[src/rtl/ffl_pkg.sv]
// Shared constants, codes, result type and CRC step for the flash file loader.
package ffl_pkg;

  // Flash geometry
  localparam int unsigned PAGE_BYTES   = 256;
  localparam int unsigned SECTOR_BYTES = 4096;
  localparam int unsigned FLASH_BYTES  = 8388608;
  localparam int unsigned SECTOR_SHIFT = $clog2(SECTOR_BYTES);

  localparam logic [31:0] FLASH_LIMIT = 32'(FLASH_BYTES);
  localparam logic [8:0]  PAGE_FULL   = 9'(PAGE_BYTES);
  localparam logic [24:0] SECTOR_ROUND = 25'(SECTOR_BYTES - 1);

  // Reflected CRC-32
  localparam logic [31:0] CRC_POLY = 32'hEDB88320;
  localparam logic [31:0] CRC_INIT = 32'hFFFFFFFF;

  // Input event codes
  localparam logic [2:0] OP_PING      = 3'd0;
  localparam logic [2:0] OP_WRITE     = 3'd1;
  localparam logic [2:0] OP_VERIFY    = 3'd2;
  localparam logic [2:0] OP_UNKNOWN   = 3'd3;
  localparam logic [2:0] OP_DATA      = 3'd4;
  localparam logic [2:0] OP_ERASE_DONE = 3'd5;
  localparam logic [2:0] OP_PROG_DONE = 3'd6;
  localparam logic [2:0] OP_READ_BYTE = 3'd7;

  // Result codes
  typedef enum logic [3:0] {
    CODE_NONE        = 4'd0,
    CODE_PONG        = 4'd1,
    CODE_ERR         = 4'd2,
    CODE_READY       = 4'd3,
    CODE_OK_COUNT    = 4'd4,
    CODE_OK_CRC      = 4'd5,
    CODE_ERASE_REQ   = 4'd6,
    CODE_READ_REQ    = 4'd7,
    CODE_BYTE_STORED = 4'd8,
    CODE_PAGE_COMMIT = 4'd9,
    CODE_DROPPED     = 4'd10
  } code_t;

  // One result beat
  typedef struct packed {
    code_t       code;
    logic [22:0] flash_address;
    logic [23:0] request_length;
    logic [7:0]  stored_byte;
    logic [7:0]  page_offset;
    logic [31:0] reply_value;
  } result_t;

  // Fold one byte into the running CRC, one bit per step
  function automatic logic [31:0] crc32_byte(input logic [31:0] crc, input logic [7:0] data);
    logic [31:0] c;
    c = crc ^ {24'd0, data};
    for (int j = 0; j < 8; j++) begin
      c = c[0] ? ((c >> 1) ^ CRC_POLY) : (c >> 1);
    end
    return c;
  endfunction

endpackage

[src/rtl/ffl_ctrl.sv]
// Loader state machine: decodes one event per beat and forms its result.
module ffl_ctrl (
  input  logic              clk,
  input  logic              rst,
  input  logic              step,
  input  logic [2:0]        opcode,
  input  logic [31:0]       file_size,
  input  logic [7:0]        byte_value,
  input  logic              failed,
  output ffl_pkg::result_t  res
);

  typedef enum logic [2:0] {
    MD_IDLE   = 3'd0,
    MD_ERASE  = 3'd1,
    MD_READY  = 3'd2,
    MD_RECV   = 3'd3,
    MD_PROG   = 3'd4,
    MD_VERIFY = 3'd5
  } mode_t;

  mode_t       mode, mode_next;
  logic [23:0] size_expected, size_expected_next;
  logic [23:0] bytes_received, bytes_received_next;
  logic [22:0] write_address, write_address_next;
  logic [11:0] sectors_needed, sectors_needed_next;
  logic [11:0] sector_number, sector_number_next;
  logic [8:0]  page_fill, page_fill_next;
  logic [23:0] verify_count, verify_count_next;
  logic [31:0] crc_register, crc_register_next;

  logic [24:0] size_round;
  logic [8:0]  fill_inc;
  logic [23:0] recv_inc;
  logic [11:0] sector_inc;
  logic [23:0] verify_inc;
  logic [31:0] crc_step;

  // Increments and the sector count of a write
  assign size_round = {1'b0, file_size[23:0]} + ffl_pkg::SECTOR_ROUND;
  assign fill_inc   = page_fill + 9'd1;
  assign recv_inc   = bytes_received + 24'd1;
  assign sector_inc = sector_number + 12'd1;
  assign verify_inc = verify_count + 24'd1;
  assign crc_step   = ffl_pkg::crc32_byte(crc_register, byte_value);

  // Decode the event against the current mode
  always_comb begin
    mode_next           = mode;
    size_expected_next  = size_expected;
    bytes_received_next = bytes_received;
    write_address_next  = write_address;
    sectors_needed_next = sectors_needed;
    sector_number_next  = sector_number;
    page_fill_next      = page_fill;
    verify_count_next   = verify_count;
    crc_register_next   = crc_register;
    res                 = '0;
    res.code            = ffl_pkg::CODE_NONE;

    if (opcode <= ffl_pkg::OP_UNKNOWN && mode != MD_IDLE) begin
      res.code = ffl_pkg::CODE_DROPPED;
    end else begin
      unique case (opcode)
        ffl_pkg::OP_PING: begin
          res.code = ffl_pkg::CODE_PONG;
        end
        ffl_pkg::OP_WRITE: begin
          if (file_size == 32'd0 || file_size > ffl_pkg::FLASH_LIMIT) begin
            res.code = ffl_pkg::CODE_ERR;
          end else begin
            size_expected_next  = file_size[23:0];
            sectors_needed_next = 12'(size_round >> ffl_pkg::SECTOR_SHIFT);
            sector_number_next  = '0;
            bytes_received_next = '0;
            page_fill_next      = '0;
            write_address_next  = '0;
            mode_next           = MD_ERASE;
            res.code            = ffl_pkg::CODE_ERASE_REQ;
          end
        end
        ffl_pkg::OP_VERIFY: begin
          verify_count_next = '0;
          crc_register_next = ffl_pkg::CRC_INIT;
          if (size_expected == 24'd0) begin
            res.code        = ffl_pkg::CODE_OK_CRC;
            res.reply_value = ~ffl_pkg::CRC_INIT;
          end else begin
            mode_next          = MD_VERIFY;
            res.code           = ffl_pkg::CODE_READ_REQ;
            res.request_length = size_expected;
          end
        end
        ffl_pkg::OP_UNKNOWN: begin
          res.code = ffl_pkg::CODE_ERR;
        end
        ffl_pkg::OP_DATA: begin
          if (mode != MD_READY && mode != MD_RECV) begin
            res.code = ffl_pkg::CODE_DROPPED;
          end else begin
            page_fill_next      = fill_inc;
            bytes_received_next = recv_inc;
            res.stored_byte     = byte_value;
            res.page_offset     = page_fill[7:0];
            // commit on a full page or on the last file byte
            if (fill_inc >= ffl_pkg::PAGE_FULL || recv_inc >= size_expected) begin
              mode_next          = MD_PROG;
              res.code           = ffl_pkg::CODE_PAGE_COMMIT;
              res.flash_address  = write_address;
              res.request_length = {15'd0, fill_inc};
            end else begin
              mode_next = MD_RECV;
              res.code  = ffl_pkg::CODE_BYTE_STORED;
            end
          end
        end
        ffl_pkg::OP_ERASE_DONE: begin
          if (mode != MD_ERASE) begin
            res.code = ffl_pkg::CODE_DROPPED;
          end else if (failed) begin
            mode_next = MD_IDLE;
            res.code  = ffl_pkg::CODE_ERR;
          end else begin
            sector_number_next = sector_inc;
            if (sector_inc >= sectors_needed) begin
              mode_next = MD_READY;
              res.code  = ffl_pkg::CODE_READY;
            end else begin
              res.code          = ffl_pkg::CODE_ERASE_REQ;
              res.flash_address = 23'({sector_inc, {ffl_pkg::SECTOR_SHIFT{1'b0}}});
            end
          end
        end
        ffl_pkg::OP_PROG_DONE: begin
          if (mode != MD_PROG) begin
            res.code = ffl_pkg::CODE_DROPPED;
          end else if (failed) begin
            mode_next = MD_IDLE;
            res.code  = ffl_pkg::CODE_ERR;
          end else begin
            write_address_next = write_address + {14'd0, page_fill};
            page_fill_next     = '0;
            if (bytes_received >= size_expected) begin
              mode_next       = MD_IDLE;
              res.code        = ffl_pkg::CODE_OK_COUNT;
              res.reply_value = {8'd0, bytes_received};
            end else begin
              mode_next = MD_RECV;
            end
          end
        end
        ffl_pkg::OP_READ_BYTE: begin
          if (mode != MD_VERIFY) begin
            res.code = ffl_pkg::CODE_DROPPED;
          end else begin
            crc_register_next = crc_step;
            verify_count_next = verify_inc;
            if (verify_inc >= size_expected) begin
              mode_next       = MD_IDLE;
              res.code        = ffl_pkg::CODE_OK_CRC;
              res.reply_value = ~crc_step;
            end
          end
        end
        default: begin
          res.code = ffl_pkg::CODE_DROPPED;
        end
      endcase
    end
  end

  // Hold state; advance on each accepted beat
  always_ff @(posedge clk) begin
    if (rst) begin
      mode           <= MD_IDLE;
      size_expected  <= '0;
      bytes_received <= '0;
      write_address  <= '0;
      sectors_needed <= '0;
      sector_number  <= '0;
      page_fill      <= '0;
      verify_count   <= '0;
      crc_register   <= ffl_pkg::CRC_INIT;
    end else if (step) begin
      mode           <= mode_next;
      size_expected  <= size_expected_next;
      bytes_received <= bytes_received_next;
      write_address  <= write_address_next;
      sectors_needed <= sectors_needed_next;
      sector_number  <= sector_number_next;
      page_fill      <= page_fill_next;
      verify_count   <= verify_count_next;
      crc_register   <= crc_register_next;
    end
  end

endmodule

[src/rtl/flash_file_loader_controller_top.sv]
// Top level of the flash file loader: event channel, controller and result buffer.
//
// Usage:
//   Input channel (in_valid / in_stall) carries one event per beat: a parsed
//   host command, a file data byte, an erase or program completion, or a
//   byte read back from the flash. Output channel (out_valid / out_stall)
//   returns exactly one result beat per event, in order.
//   Each accepted event's result is registered in the main register, or in the
//   skid register while the main one is full. Throughput: one event per cycle
//   while in_stall is low; decode, counters and CRC byte fold all act on accept.
//   The result side has a main register and a skid register, so events keep
//   flowing while one result waits; in_stall rises only when both hold a
//   result, and it is a registered signal.
//   Reset (rst, synchronous) returns the controller to idle with all counters
//   cleared and the CRC at all ones, and empties the result buffer.
//   When the receiver stalls, the presented result holds until taken.
module flash_file_loader_controller_top (
  input  logic        clk,
  input  logic        rst,
  input  logic        in_valid,
  output logic        in_stall,
  input  logic [2:0]  opcode,
  input  logic [31:0] file_size,
  input  logic [7:0]  byte_value,
  input  logic        failed,
  output logic        out_valid,
  input  logic        out_stall,
  output logic [3:0]  code,
  output logic [22:0] flash_address,
  output logic [23:0] request_length,
  output logic [7:0]  stored_byte,
  output logic [7:0]  page_offset,
  output logic [31:0] reply_value
);

  ffl_pkg::result_t res;
  ffl_pkg::result_t main_res;
  ffl_pkg::result_t skid_res;
  logic             skid_valid;
  logic             accept;
  logic             take;
  logic             main_free;

  assign in_stall  = skid_valid;
  assign accept    = in_valid && !skid_valid;
  assign take      = out_valid && !out_stall;
  assign main_free = !out_valid || take;

  ffl_ctrl u_ctrl (
    .clk        (clk),
    .rst        (rst),
    .step       (accept),
    .opcode     (opcode),
    .file_size  (file_size),
    .byte_value (byte_value),
    .failed     (failed),
    .res        (res)
  );

  // Track occupancy of the main and skid registers
  always_ff @(posedge clk) begin
    if (rst) begin
      out_valid  <= 1'b0;
      skid_valid <= 1'b0;
    end else if (main_free) begin
      out_valid  <= skid_valid || accept;
      skid_valid <= 1'b0;
    end else if (accept) begin
      skid_valid <= 1'b1;
    end
  end

  // Move result payloads: skid drains first, new beats fill the free slot
  always_ff @(posedge clk) begin
    if (main_free) begin
      if (skid_valid) begin
        main_res <= skid_res;
      end else if (accept) begin
        main_res <= res;
      end
    end else if (accept) begin
      skid_res <= res;
    end
  end

  assign code           = main_res.code;
  assign flash_address  = main_res.flash_address;
  assign request_length = main_res.request_length;
  assign stored_byte    = main_res.stored_byte;
  assign page_offset    = main_res.page_offset;
  assign reply_value    = main_res.reply_value;

endmodule
[config.mk]
export PLATFORM = sky130hd
export DESIGN_NAME = flash_file_loader_controller_top
export DESIGN_NICKNAME = d
export VERILOG_FILES = /design/src/rtl/ffl_pkg.sv /design/src/rtl/ffl_ctrl.sv /design/src/rtl/flash_file_loader_controller_top.sv
export SDC_FILE = /design/constraint.sdc
export NUM_CORES = 1
export LEC_CHECK = 0
export BUFFER_PORTS_ARGS = -buffer_cell sky130_fd_sc_hd__buf_2
export CORE_ASPECT_RATIO = 1.1
export CORE_MARGIN = 2
export CORE_UTILIZATION = 42
export CTS_CLUSTER_DIAMETER = 80
export CTS_CLUSTER_SIZE = 12
export DETAILED_ROUTE_END_ITERATION = 8
export PLACE_DENSITY = 0.63
export SETUP_SLACK_MARGIN = 0.4
export SYNTH_ARGS = -nofsm -noshare
export SYNTH_HDL_FRONTEND = slang
export SYNTH_SLANG_ARGS = --single-unit
[constraint.sdc]
create_clock -name clk -period 6.61 [get_ports clk]
set_input_delay 0 -clock clk [delete_from_list [all_inputs] [get_ports clk]]
set_output_delay 0 -clock clk [all_outputs]
set_load 0.02 [all_outputs]
==> results by group <==
Status
  • Outcome: complete, no violations

Pwr
  • Sw Share: 0.243
  • Pint: between 3 and 4 mW
  • Net switching power: about 1.2 mW
  • Clk pwr share: 0.404
  • Worst vdd ir: ~0.17 mV
  • Leak Pwr: 8.31 nW
  • Pwr/cell area: around 220 nW/µm²
  • Part of the power in combinational logic: 0.085
  • Register share of total power: 0.512

Placement
  • Gp weighted congestion: 0.896
  • DP HPWL: around 35 mm
  • Port Buf Inserts: 148
  • Area after DPL: about 20000 µm²

Timing
  • Rel. slew slack: 0.200
  • Slew Viols, Final: 0
  • Fmax: roughly 190 MHz
  • Final setup viols: 0
  • Unrepaired setup endpoints after global routing: false
  • Clock Skew: about 0.021 ns
  • Least-Margin Pin Slew: around 1.2 ns
  • Minimum clock period: between 5 and 6 ns
  • Final critical-path share of the clock period: 0.802
  • Setup TNS: 0 ns
  • Final Hold Fails: 0

Critical path
  • FF-to-FF setup slack: between 1 and 1.5 ns
  • CP max stage cell: o21a_1
  • Buffer and inverter count on the worst path: 0
  • Type of the worst setup path: reg2reg
  • Crit. End Element: register
  • WP data arrival: 5.71 ns
  • CP max stage delay: 1.00 ns
  • Worst r2r dst: request_length[4]$_DFFE_PP_
  • Crit start category: register
  • Reg2Reg Launch Point: u_ctrl.bytes_received[1]$_SDFFE_PP0P_
  • CP max FO: 32
  • CP Cell Sequence: ha_1 -> and3_1 -> and3_1 -> nand2_1 -> nor2_1 -> nand4_1 -> xnor2_1 -> ha_1 -> nand2_1 -> nor4_1 -> o2111ai_1 -> a31oi_1 -> o21a_1 -> o21ai_0 -> a21oi_1 -> mux2_2
  • R2R cell count: 16
  • Req. time, crit path: approximately 7.0 ns
  • CP top delay family: compound AO/OA/AOI/OAI gates

Layout
  • Area of the multi-input gates: 9020 µm²
  • Final instance area: about 22000 µm²
  • Fin util: 0.486
  • Filler cell count in the final layout: 4020
  • Area Growth Syn to Fin: 14.8%
  • Final nets: about 2100
  • Storage cell area: about 9300 µm²
  • Fraction of layout cells with a size suffix above 1: 0.166

Synth
  • Synth async-reset ratio: 0
  • Synth warn: 0
  • Syn Area/Cell: about 10 µm²
  • Distinct cells, synth: between 60 and 70
  • Largest family of logic cells by synthesized area: simple AND/OR/NAND/NOR gates
  • Compound-cell area share of the yosys netlist: 0.116
  • Most frequent cell after synthesis: edfxtp_1
  • Adder-cell share of the synthesized area: 0.0658
  • Post-synthesis simple-gate area fraction: 0.159
  • Synthesized area: 18800 µm²
  • Ys flop type: edfxtp_1
  • Post-Synthesis Net Count: between 1500 and 2000
  • EDFF count, synth: 198
  • Commonest cells in the netlist: edfxtp_1 (198), nand2_1 (184), nor2_1 (166)
  • Sequential fraction of the synthesis area: 0.493
  • Synth Register Bits: between 300 and 400
  • Xor-xnor portion of the synthesized cell area: 0.0799
  • Mapped Cells: 1829
  • Yosys top cell area share: 0.317
  • Most area-hungry cell type in the Yosys netlist: edfxtp_1
  • Top cells by area, synth: edfxtp_1 (32%), dfxtp_1 (18%), ha_1 (6.5%)
  • Multiplexer share of the synthesized area: 0.0563

Min path
  • Hold Crit Class: in2reg
  • Hold path endpoint: u_ctrl.verify_count[11]$_SDFFE_PP0P_
  • HP Start: rst
  • Hold Path Depth: 2

Die
  • Starting Density: 0.423
  • Row count: 81
  • Core Area: 44300 µm²
  • Die Wd: 205 µm
  • Boundary Pins: about 150
  • Die Area: 46400 µm²
  • Die height: 226 µm

Drt
  • Routed WL per cell: between 15 and 20 µm
  • Vias/cell: between 5 and 6
  • DR vias: about 14000
  • DRC violations left: 0
  • Drt pass-1 iters: 6
  • Initial DRC count: ~1200
  • Post-DRT Antenna Nets: 0
  • Drt total wl: around 50 mm

Clocking
  • Clk_lat worst skew: around 0.54 ns
  • TritonCTS Buffers: 36
  • Total clock sinks: 363
  • H-tree Lvls: 2
  • Clk root buf: clkbuf_16
  • CTS tree: done
  • Clk buf depth: 3
  • CTS clk-pin slew, worst paths: 0.06 ns

Flow run
  • MaxCap Viol Count: 0

Global routing
  • Global-route wire length before repair: slightly below 80 mm
  • Largest net degree at the start of global routing: 80
  • Grt ovf: 0
  • Initial antenna violation count: 2
  • Vias in the first global route: around 14000
  • GRT Util Overall: 0.215
[worst max path at each step]
stage,start,to,depth (start not counted)
4_1_cts,u_ctrl.bytes_received[1]$_SDFFE_PP0P_,request_length[4]$_DFFE_PP_,16
6_report,u_ctrl.bytes_received[1]$_SDFFE_PP0P_,request_length[4]$_DFFE_PP_,16
3_3_place_gp,u_ctrl.bytes_received[0]$_SDFFE_PP0P_,request_length[4]$_DFFE_PP_,16
2_1_floorplan,in_stall$_SDFFE_PP0P_,skid_res[0]$_DFFE_PP_,3
3_5_place_dp,u_ctrl.bytes_received[1]$_SDFFE_PP0P_,request_length[4]$_DFFE_PP_,16
5_1_grt,u_ctrl.bytes_received[1]$_SDFFE_PP0P_,request_length[4]$_DFFE_PP_,16
[through the flow]
stage / hold slack, ns / std cells / worst slack [ns] / power [mW]
final: 0.00163 / 2593 / 1.31 / 4.77
after floorplan: 0.140 / 1829 / 1.20 / 2.74
after global placement: 0.269 / 2488 / 1.67 / 2.87
after CTS: 0.00629 / 2592 / 1.41 / 4.81
after detailed placement: 0.279 / 2488 / 1.46 / 2.87
after global routing: 0.0501 / 2593 / 0.948 / 4.92
[cell usage in the layout, fill, tap and decap left out, drive strengths merged, types with 7 or more instances in the layout]
master and count:
a211oi 22, a21o 13, a21oi 124, a22o 9, a22oi 25, a31oi 10
a32o 23, and2 31, and3 33, and4 8, buf 169, clkbuf 63
dfxtp 165, dlygate4sd3 38, edfxtp 198, ha 97, inv 54, mux2 92
nand2 184, nand2b 14, nand3 66, nand3b 13, nand4 16, nor2 166
nor2b 7, nor3 35, nor4 23, o211ai 13, o21ai 71, o31ai 8
or2 10, or3 11, xnor2 84, xor2 75
[metal layers]
layer	vias up	GRT usage	share of wire	wire, µm
li1	6932	-	-	-
met2	433	0.348	0.47	23600
met3	96	0.0248	0.049	2470
met1	6919	0.297	0.45	22500
met5	-	0	0	0
met4	0	0.0729	0.031	1550
[power by group through the flow]
stage	clock, mW	sequential (mW)	combinational, mW
floorplan	0	2.53	0.206
global placement	0	2.49	0.380
detailed placement	0	2.49	0.382
CTS	1.97	2.44	0.401
global route	2.04	2.45	0.433
finish	1.93	2.44	0.404
[layout make-up]
type / instances / area share
flip-flops and latches: 363 / 0.430
multi-input cells: 1324 / 0.419
repair buffers: 207 / 0.0595
clock buffers: 63 / 0.0476
well taps: 581 / 0.0338
inverters: 51 / 0.00889
clock inverters: 3 / 0.00134
diodes: 1 / 0.000116
[state kept, by name, indices dropped and copies added (netlist names), 4 cells and up]
name and cells:
code 4, u_ctrl.size_expected 24, page_offset 8, u_ctrl.crc_register 32, u_ctrl.sectors_needed 12, u_ctrl.page_fill 9, u_ctrl.sector_number 12, u_ctrl.verify_count 24
reply_value 32, u_ctrl.write_address 23, flash_address 23, skid_res 99, u_ctrl.bytes_received 24, stored_byte 8, request_length 24
[worst reg2reg max path: stages, from the launching register on]
cell       delay [ns]
dfxtp_1          0.45
ha_1             0.27
and3_1           0.26
and3_1           0.32
nand2_1          0.14
nor2_1           0.20
nand4_1          0.14
xnor2_1          0.18
ha_1             0.28
nand2_1          0.07
nor4_1           0.58
o2111ai_1        0.24
a31oi_1          0.39
o21a_1           1.00
o21ai_0          0.23
a21oi_1          0.25
mux2_2           0.18
[what timing repair did]
item	4_1_cts	5_1_grt
hold buffers	38	0
gates resized for setup	0	0
endpoints found under the hold margin	55	0
setup buffers	0	0
[logic make-up after synthesis]
logic type | Yosys count
fa+ha+maj | 98
buf+inv | 142
compound gates | 345
xor+xnor | 159
simple gates | 628
mux | 94
flops | 363
Note: power is estimated with default switching activity, not from simulation.
